## config.mk

```make
export PLATFORM = sky130hd
export DESIGN_NAME = angle_pid_with_integral_reset_top
export DESIGN_NICKNAME = d
export VERILOG_FILES = /design/src/hw/rtl/apid_pkg.sv /design/src/hw/rtl/angle_pid_with_integral_reset_top.sv /design/src/hw/rtl/apid_front.sv /design/src/hw/rtl/apid_mac.sv
export SDC_FILE = /design/constraint.sdc
export NUM_CORES = 2
export LEC_CHECK = 0
export BUFFER_PORTS_ARGS = -buffer_cell sky130_fd_sc_hd__buf_2
export CAP_MARGIN = 30
export CORE_ASPECT_RATIO = 0.6
export CORE_MARGIN = 2
export CORE_UTILIZATION = 41
export DETAILED_ROUTE_END_ITERATION = 8
export GPL_ROUTABILITY_DRIVEN = 0
export PLACE_DENSITY_LB_ADDON = 0.12
export SETUP_SLACK_MARGIN = 0.4
export SYNTH_ARGS = -nofsm -noshare
export SYNTH_HDL_FRONTEND = slang
export SYNTH_SLANG_ARGS = --single-unit
```

## constraint.sdc

```tcl
create_clock -name clock -period 15.1 [get_ports clock]
set_clock_uncertainty 0.2 [all_clocks]
set_input_delay 1.51 -clock clock [delete_from_list [all_inputs] [get_ports clock]]
set_output_delay 1.51 -clock clock [all_outputs]
set_load 0.005 [all_outputs]
```

## src/hw/rtl/apid_pkg.sv

```systemverilog
// ---------------------------------------------------------------------------
// apid_pkg
// Shared widths, register codes, reset values and payload types for the
// angle PID controller with conditional integration.
// ---------------------------------------------------------------------------
package apid_pkg;

   localparam int AngleW   = 16;
   localparam int GainW    = 18;
   localparam int LimitW   = 15;
   localparam int IntegW   = 32;
   localparam int DiffW    = AngleW + 1;
   localparam int OutW     = 24;
   localparam int CsrIdxW  = 3;
   localparam int GainFrac = 14;

   localparam int PropW  = GainW + AngleW;
   localparam int IntPW  = GainW + IntegW;
   localparam int DerivW = GainW + DiffW;
   localparam int AccW   = IntPW + 2;
   localparam int ShW    = AccW - GainFrac;

   localparam logic signed [GainW-1:0]  PropGainRst     = GainW'(27034);
   localparam logic signed [GainW-1:0]  IntegGainRst    = GainW'(49);
   localparam logic signed [GainW-1:0]  DerivGainRst    = GainW'(655);
   localparam logic        [LimitW-1:0] ValidLimitRst   = LimitW'(15360);
   localparam logic        [LimitW-1:0] IntegralBandRst = LimitW'(4608);

   typedef enum logic [CsrIdxW-1:0] {
      REG_PROP_GAIN     = 3'd0,
      REG_INTEG_GAIN    = 3'd1,
      REG_DERIV_GAIN    = 3'd2,
      REG_VALID_LIMIT   = 3'd3,
      REG_INTEGRAL_BAND = 3'd4
   } csr_index_type;

   typedef struct packed {
      logic signed [GainW-1:0] prop;
      logic signed [GainW-1:0] integ;
      logic signed [GainW-1:0] deriv;
   } gains_type;

   typedef struct packed {
      logic signed [AngleW-1:0] err;
      logic signed [DiffW-1:0]  diff;
      logic signed [IntegW-1:0] integ;
   } stage_type;

endpackage

```

## src/hw/rtl/angle_pid_with_integral_reset_top.sv

```systemverilog
// registers between item accept and result valid: input, state, product and output stages
// throughput: one item per cycle while rsp_stall is low; stages advance independently and fill bubbles
// the controller state updates as the item leaves the input register
// reset: synchronous, clears valid flags, previous error, integral, and loads
// the default gains, valid limit and integral band
// ---------------------------------------------------------------------------
// angle_pid_with_integral_reset_top
// Angle PID controller with target zero, conditional integral clear and
// saturating Q15.8 correction output.
// ---------------------------------------------------------------------------
module angle_pid_with_integral_reset_top (
   input  logic                                 clock,
   input  logic                                 reset,
   input  logic                                 req_valid,
   output logic                                 req_stall,
   input  logic signed [apid_pkg::AngleW-1:0]   req_angle,
   output logic                                 rsp_valid,
   input  logic                                 rsp_stall,
   output logic signed [apid_pkg::OutW-1:0]     rsp_correction,
   input  logic                                 csr_valid,
   output logic                                 csr_ready,
   input  logic        [apid_pkg::CsrIdxW-1:0]  csr_index,
   input  logic        [apid_pkg::GainW-1:0]    csr_wdata
);

   apid_pkg::gains_type                gains_ff;
   logic        [apid_pkg::LimitW-1:0] valid_limit_ff;
   logic        [apid_pkg::LimitW-1:0] integral_band_ff;

   logic                               in_valid_ff;
   logic signed [apid_pkg::AngleW-1:0] angle_ff;
   logic                               st_valid_ff;
   apid_pkg::stage_type                stage_ff;
   apid_pkg::stage_type                stage_in;
   logic                               prod_valid_ff;
   logic                               rsp_valid_ff;
   logic signed [apid_pkg::OutW-1:0]   rsp_correction_ff;
   logic signed [apid_pkg::OutW-1:0]   correction_in;

   logic rdy_out, rdy_prod, rdy_st, rdy_in;
   logic load_in, load_st, load_prod, load_out;

   always_comb begin
      rdy_out   = !rsp_valid_ff || !rsp_stall;
      rdy_prod  = !prod_valid_ff || rdy_out;
      rdy_st    = !st_valid_ff || rdy_prod;
      rdy_in    = !in_valid_ff || rdy_st;
      load_in   = req_valid && rdy_in;
      load_st   = in_valid_ff && rdy_st;
      load_prod = st_valid_ff && rdy_prod;
      load_out  = prod_valid_ff && rdy_out;
   end

   assign req_stall      = !rdy_in;
   assign rsp_valid      = rsp_valid_ff;
   assign rsp_correction = rsp_correction_ff;
   assign csr_ready      = 1'b1;

   // configuration registers
   always_ff @(posedge clock) begin
      if (reset) begin
         gains_ff.prop    <= apid_pkg::PropGainRst;
         gains_ff.integ   <= apid_pkg::IntegGainRst;
         gains_ff.deriv   <= apid_pkg::DerivGainRst;
         valid_limit_ff   <= apid_pkg::ValidLimitRst;
         integral_band_ff <= apid_pkg::IntegralBandRst;
      end else if (csr_valid) begin
         case (apid_pkg::csr_index_type'(csr_index))
            apid_pkg::REG_PROP_GAIN: begin
               gains_ff.prop <= csr_wdata;
            end
            apid_pkg::REG_INTEG_GAIN: begin
               gains_ff.integ <= csr_wdata;
            end
            apid_pkg::REG_DERIV_GAIN: begin
               gains_ff.deriv <= csr_wdata;
            end
            apid_pkg::REG_VALID_LIMIT: begin
               valid_limit_ff <= csr_wdata[apid_pkg::LimitW-1:0];
            end
            apid_pkg::REG_INTEGRAL_BAND: begin
               integral_band_ff <= csr_wdata[apid_pkg::LimitW-1:0];
            end
            default: begin
            end
         endcase
      end
   end

   // stage valid flags
   always_ff @(posedge clock) begin
      if (reset) begin
         in_valid_ff   <= 1'b0;
         st_valid_ff   <= 1'b0;
         prod_valid_ff <= 1'b0;
         rsp_valid_ff  <= 1'b0;
      end else begin
         if (rdy_in) begin
            in_valid_ff <= req_valid;
         end
         if (rdy_st) begin
            st_valid_ff <= in_valid_ff;
         end
         if (rdy_prod) begin
            prod_valid_ff <= st_valid_ff;
         end
         if (rdy_out) begin
            rsp_valid_ff <= prod_valid_ff;
         end
      end
   end

   // payload registers
   always_ff @(posedge clock) begin
      if (load_in) begin
         angle_ff <= req_angle;
      end
      if (load_st) begin
         stage_ff <= stage_in;
      end
      if (load_out) begin
         rsp_correction_ff <= correction_in;
      end
   end

   apid_front u_front (
      .clock         (clock),
      .reset         (reset),
      .load          (load_st),
      .angle         (angle_ff),
      .valid_limit   (valid_limit_ff),
      .integral_band (integral_band_ff),
      .next_stage    (stage_in)
   );

   apid_mac u_mac (
      .clock      (clock),
      .load       (load_prod),
      .gains      (gains_ff),
      .stage      (stage_ff),
      .correction (correction_in)
   );

endmodule

```

## src/hw/rtl/apid_front.sv

```systemverilog
// ---------------------------------------------------------------------------
// apid_front
// Error selection, saturating integral with conditional clear, and the
// controller state (previous error, integral).
// ---------------------------------------------------------------------------
module apid_front (
   input  logic                                  clock,
   input  logic                                  reset,
   input  logic                                  load,
   input  logic signed [apid_pkg::AngleW-1:0]    angle,
   input  logic        [apid_pkg::LimitW-1:0]    valid_limit,
   input  logic        [apid_pkg::LimitW-1:0]    integral_band,
   output apid_pkg::stage_type                   next_stage
);

   logic signed [apid_pkg::AngleW-1:0] prev_error_ff;
   logic signed [apid_pkg::IntegW-1:0] integral_ff;

   logic signed [apid_pkg::DiffW-1:0]  angle_ext;
   logic signed [apid_pkg::DiffW-1:0]  limit_ext;
   logic                               in_range;
   logic signed [apid_pkg::AngleW-1:0] err;
   logic signed [apid_pkg::DiffW-1:0]  err_ext;
   logic        [apid_pkg::DiffW-1:0]  mag;
   logic signed [apid_pkg::IntegW:0]   sum_wide;
   logic signed [apid_pkg::IntegW-1:0] sum_sat;
   logic                               clear;
   logic signed [apid_pkg::IntegW-1:0] integral_in;

   always_comb begin
      angle_ext = apid_pkg::DiffW'(angle);
      limit_ext = $signed({2'b00, valid_limit});
      in_range  = (angle_ext > -limit_ext) && (angle_ext < limit_ext);
      err       = in_range ? apid_pkg::AngleW'(-angle_ext) : prev_error_ff;
      err_ext   = apid_pkg::DiffW'(err);
      mag       = err[apid_pkg::AngleW-1] ? apid_pkg::DiffW'(-err_ext)
                                          : apid_pkg::DiffW'(err_ext);
      sum_wide  = (apid_pkg::IntegW+1)'(integral_ff) + (apid_pkg::IntegW+1)'(err);
      if (sum_wide[apid_pkg::IntegW] == sum_wide[apid_pkg::IntegW-1]) begin
         sum_sat = sum_wide[apid_pkg::IntegW-1:0];
      end else if (sum_wide[apid_pkg::IntegW]) begin
         sum_sat = {1'b1, {(apid_pkg::IntegW-1){1'b0}}};
      end else begin
         sum_sat = {1'b0, {(apid_pkg::IntegW-1){1'b1}}};
      end
      clear = (mag >= {2'b00, integral_band}) || (err == '0) || (prev_error_ff == '0) ||
              (err[apid_pkg::AngleW-1] != prev_error_ff[apid_pkg::AngleW-1]);
      integral_in = clear ? '0 : sum_sat;
      next_stage.err   = err;
      next_stage.diff  = err_ext - apid_pkg::DiffW'(prev_error_ff);
      next_stage.integ = integral_in;
   end

   always_ff @(posedge clock) begin
      if (reset) begin
         prev_error_ff <= '0;
         integral_ff   <= '0;
      end else if (load) begin
         prev_error_ff <= err;
         integral_ff   <= integral_in;
      end
   end

endmodule

```

## src/hw/rtl/apid_mac.sv

```systemverilog
// ---------------------------------------------------------------------------
// apid_mac
// Registered gain products, then sum, round to Q.8 and saturate to Q15.8.
// ---------------------------------------------------------------------------
module apid_mac (
   input  logic                               clock,
   input  logic                               load,
   input  apid_pkg::gains_type                gains,
   input  apid_pkg::stage_type                stage,
   output logic signed [apid_pkg::OutW-1:0]   correction
);

   logic signed [apid_pkg::PropW-1:0]  prop_ff;
   logic signed [apid_pkg::IntPW-1:0]  integ_ff;
   logic signed [apid_pkg::DerivW-1:0] deriv_ff;
   logic signed [apid_pkg::PropW-1:0]  prop_in;
   logic signed [apid_pkg::IntPW-1:0]  integ_in;
   logic signed [apid_pkg::DerivW-1:0] deriv_in;
   logic signed [apid_pkg::AccW-1:0]   acc;
   logic signed [apid_pkg::ShW-1:0]    shifted;

   always_comb begin
      prop_in  = $signed(gains.prop)  * $signed(stage.err);
      integ_in = $signed(gains.integ) * $signed(stage.integ);
      deriv_in = $signed(gains.deriv) * $signed(stage.diff);
   end

   always_ff @(posedge clock) begin
      if (load) begin
         prop_ff  <= prop_in;
         integ_ff <= integ_in;
         deriv_ff <= deriv_in;
      end
   end

   always_comb begin
      acc = apid_pkg::AccW'(prop_ff) + apid_pkg::AccW'(integ_ff) +
            apid_pkg::AccW'(deriv_ff) +
            apid_pkg::AccW'(1 << (apid_pkg::GainFrac - 1));
      shifted = apid_pkg::ShW'(acc >>> apid_pkg::GainFrac);
      if ((&shifted[apid_pkg::ShW-1:apid_pkg::OutW-1]) ||
          !(|shifted[apid_pkg::ShW-1:apid_pkg::OutW-1])) begin
         correction = shifted[apid_pkg::OutW-1:0];
      end else if (shifted[apid_pkg::ShW-1]) begin
         correction = {1'b1, {(apid_pkg::OutW-1){1'b0}}};
      end else begin
         correction = {1'b0, {(apid_pkg::OutW-1){1'b1}}};
      end
   end

endmodule

```

==> impl_results.md <==
- Worst skew pair latency: 0.64 ns
- Smallest setup slack after layout: between 6 and 7 ns
- Top_reg_cell synth: edfxtp_1
- WL final: 176700 um
- Largest net degree at the start of global routing: 83
- Post-synth ARST share: 0
- Core ar.: around 150000 um2
- CTS Buf Count: a little over 40
- Drt wl/cell: between 20 and 25 um
- Number of flops mapped to enable cells by yosys: 224
- Commonest non-fill, non-tap cell in the layout: inv_1
- Synthesized cell area: 60760 um2
- CP endpoint kind: flip-flop
- WHS: 0.2560 ns
- Post-CTS Setup Bufs: 0
- Layout cells sized above 1: 0.04558
- Finished Layout Cells: 8355
- Clk pin slew, worst setup/hold paths: 0.07 ns
- Gr ovfl total: 0
- Placed Cells: 8272
- Final ANT Viol Nets: 0
- # clock sinks: 360
- Data arrival, critical path: 9.12 ns
- Post-DP HPWL: 142700 um
- Hold Startpoint: gains_ff[27]
- Critical R2R Launch: valid_limit_ff[2]
- Most common cell on crit path: nand2_1
- Final Core Density: 0.4409
- Endpoints failing setup: 0
- Area Overhead vs Synth: 6.781%
- Critical Path RT: 15.38 ns
- Fmax: 113.2 MHz
- Initial core utilization: 0.4129
- Commonest non-fill, non-tap cells in the layout: inv_1, fa_1, nand2_1
- Row count: 109
- Tcrit/Tclk final: 0.5853
- CP max-delay cell: nand2_1
- Root Driver: clkbuf_16
- Synthesized Nets: 8161
- Global-route wire length before repair: ~280000 um
- # H-tree levels: 2
- TritonCTS clock tree: done
- Max-slew violation count: 0
- Total GRT Usage: 0.2421
- Worst-margin pin slew: ~1.1 ns
- HP Class: reg -> reg
- RSZ-0062 raised after global routing: no
- Placed Area: between 60000 and 70000 um2
- Post-cts resize count: 0
- Slew headroom: 0.2956
- IO Count: 69
- Nets: 8107
- Number of hold buffers added after CTS: 0
- Syn_area_per_cell: around 9.5 um2
- Via count: 42610
- Final min period: between 8 and 9 ns
- Initial DRT Pass Iterations: 5
- Vias in the first global route: 44760
- Input/output buffers: 67
- Total power: roughly 12 mW
- Initial antenna violation count: 8
- Final instance area: 64880 um2
- Crit start category: flip-flop
- Post-synthesis sequential area ratio: 0.1555
- Leak Pwr: 28.82 nW
- Number of remaining DRC errors: 0
- Hold Path End: gains_ff[27]
- Fin. Hold Viols: 0
- Starting DRT DRC Count: 3361
- Critical Path Max Stage Delay: around 0.65 ns
- Worst r2r dst: stage_ff[17]
- Reg2Reg Depth: 34
- Min-Delay Path Depth: 2
- Peak supply drop: 0.2832 mV
- Routed vias/inst: 5.100
- Clock tree buffer depth: 3
- Setup CP Type: reg -> reg
- R2r setup slk: approximately 6.3 ns
- Die Area: 151400 um2
- Syn. warnings: 0
- Placement Setup Slack: between 6 and 7 ns
- Die span in y: 302.2 um
- Number of synthesized register bits: between 300 and 400
- Final setup TNS: 0 ns
- Max Fanout on Critical Path: 39
- Die width: 501.0 um
- Status: completed
- Pwr per Cell Area: ~190 nW/um2
- Max Cap Viol: 0
- Mapped Cells: approximately 6400
- Synth cell types: slightly below 90
registers in the layout, summed over array words and instances, names as in the netlist:
| name | count |
|---|---|
| valid_limit_ff | 15 |
| st_valid_ff | 1 |
| u_mac.deriv_ff | 35 |
| rsp_correction | 24 |
| u_front.integral_ff | 32 |
| u_mac.prop_ff | 34 |
| prod_valid_ff | 1 |
| gains_ff | 54 |
| u_mac.integ_ff | 50 |
| stage_ff | 65 |
| angle_ff | 16 |
| in_valid_ff | 1 |
| integral_band_ff | 15 |
| rsp_valid | 1 |
| u_front.prev_error_ff | 16 |
cells in the mapped netlist, drive strengths merged (79+ instances only):
master / n / area, um2
a21oi: 229 / 1169
nor2: 222 / 833.3
xnor2: 177 / 1550
ha: 486 / 6081
and2: 398 / 2490
fa: 1205 / 24120
nand2: 1007 / 3780
clkbuf: 249 / 935.9
inv: 1276 / 4790
o21ai: 141 / 713.2
edfxtp: 224 / 6726
dfxtp: 136 / 2723
a21o: 85 / 638.1
nand2b: 79 / 494.2
worst max-delay path: cells and delay by family (launching register included):
kind                       cells  cell delay, ns
and+or+nand+nor               13            3.44
AOI/OAI and AO/OA             15            3.18
buffers and inverters          3            0.71
adders and majority gates      2            0.60
DFF                            1            0.38
xor gates and xnor gates       1            0.12
layer usage:
layer | global-route usage | vias to the layer above | wire, um
li1 | - | 19570 | -
met1 | 0.3876 | 21510 | 90800
met2 | 0.3215 | 1404 | 65660
met3 | 0.07030 | 125 | 17120
met4 | 0.03733 | 2 | 3065
met5 | 0.002143 | - | 49
power by group:
| group | internal [mW] | total (mW) | switching [mW] |
|---|---|---|---|
| Combinational | 3.68 | 9.44 | 5.76 |
| Sequential | 1.63 | 1.77 | 0.143 |
| Clock | 0.653 | 1.13 | 0.474 |
| Total | 5.96 | 12.3 | 6.37 |
final cells by class:
type	count	area (um2)
fillers	14280	82280
multi-input cells	4527	45520
flip-flops and latches	360	9467
inverters	1277	4795
well taps	1942	2430
repair buffers	167	1180
clock buffers	51	1115
clock inverters	25	355.3
diodes	6	15.01
worst max-delay path by stage:
stage                      startpoint                 to  slack, ns  cells past startpoint
floorplan                   rsp_stall  u_mac.deriv_ff[0]       7.29                      2
global placement    valid_limit_ff[2]       stage_ff[21]       6.25                     33
detailed placement  valid_limit_ff[2]       stage_ff[17]       6.41                     34
CTS                 valid_limit_ff[2]       stage_ff[30]       6.36                     34
global route        valid_limit_ff[2]       stage_ff[17]       5.56                     34
finish              valid_limit_ff[2]       stage_ff[17]       6.26                     34
logic make-up after synthesis:
group | share of synthesized area
compound gates | 0.06691
xor+xnor | 0.03388
fa+ha+maj | 0.4973
buf+inv | 0.09570
flops | 0.1555
mux | 0.001750
other cells | 0.00006172
simple gates | 0.1489
No activity file was read; power rests on OpenSTA's default activity.
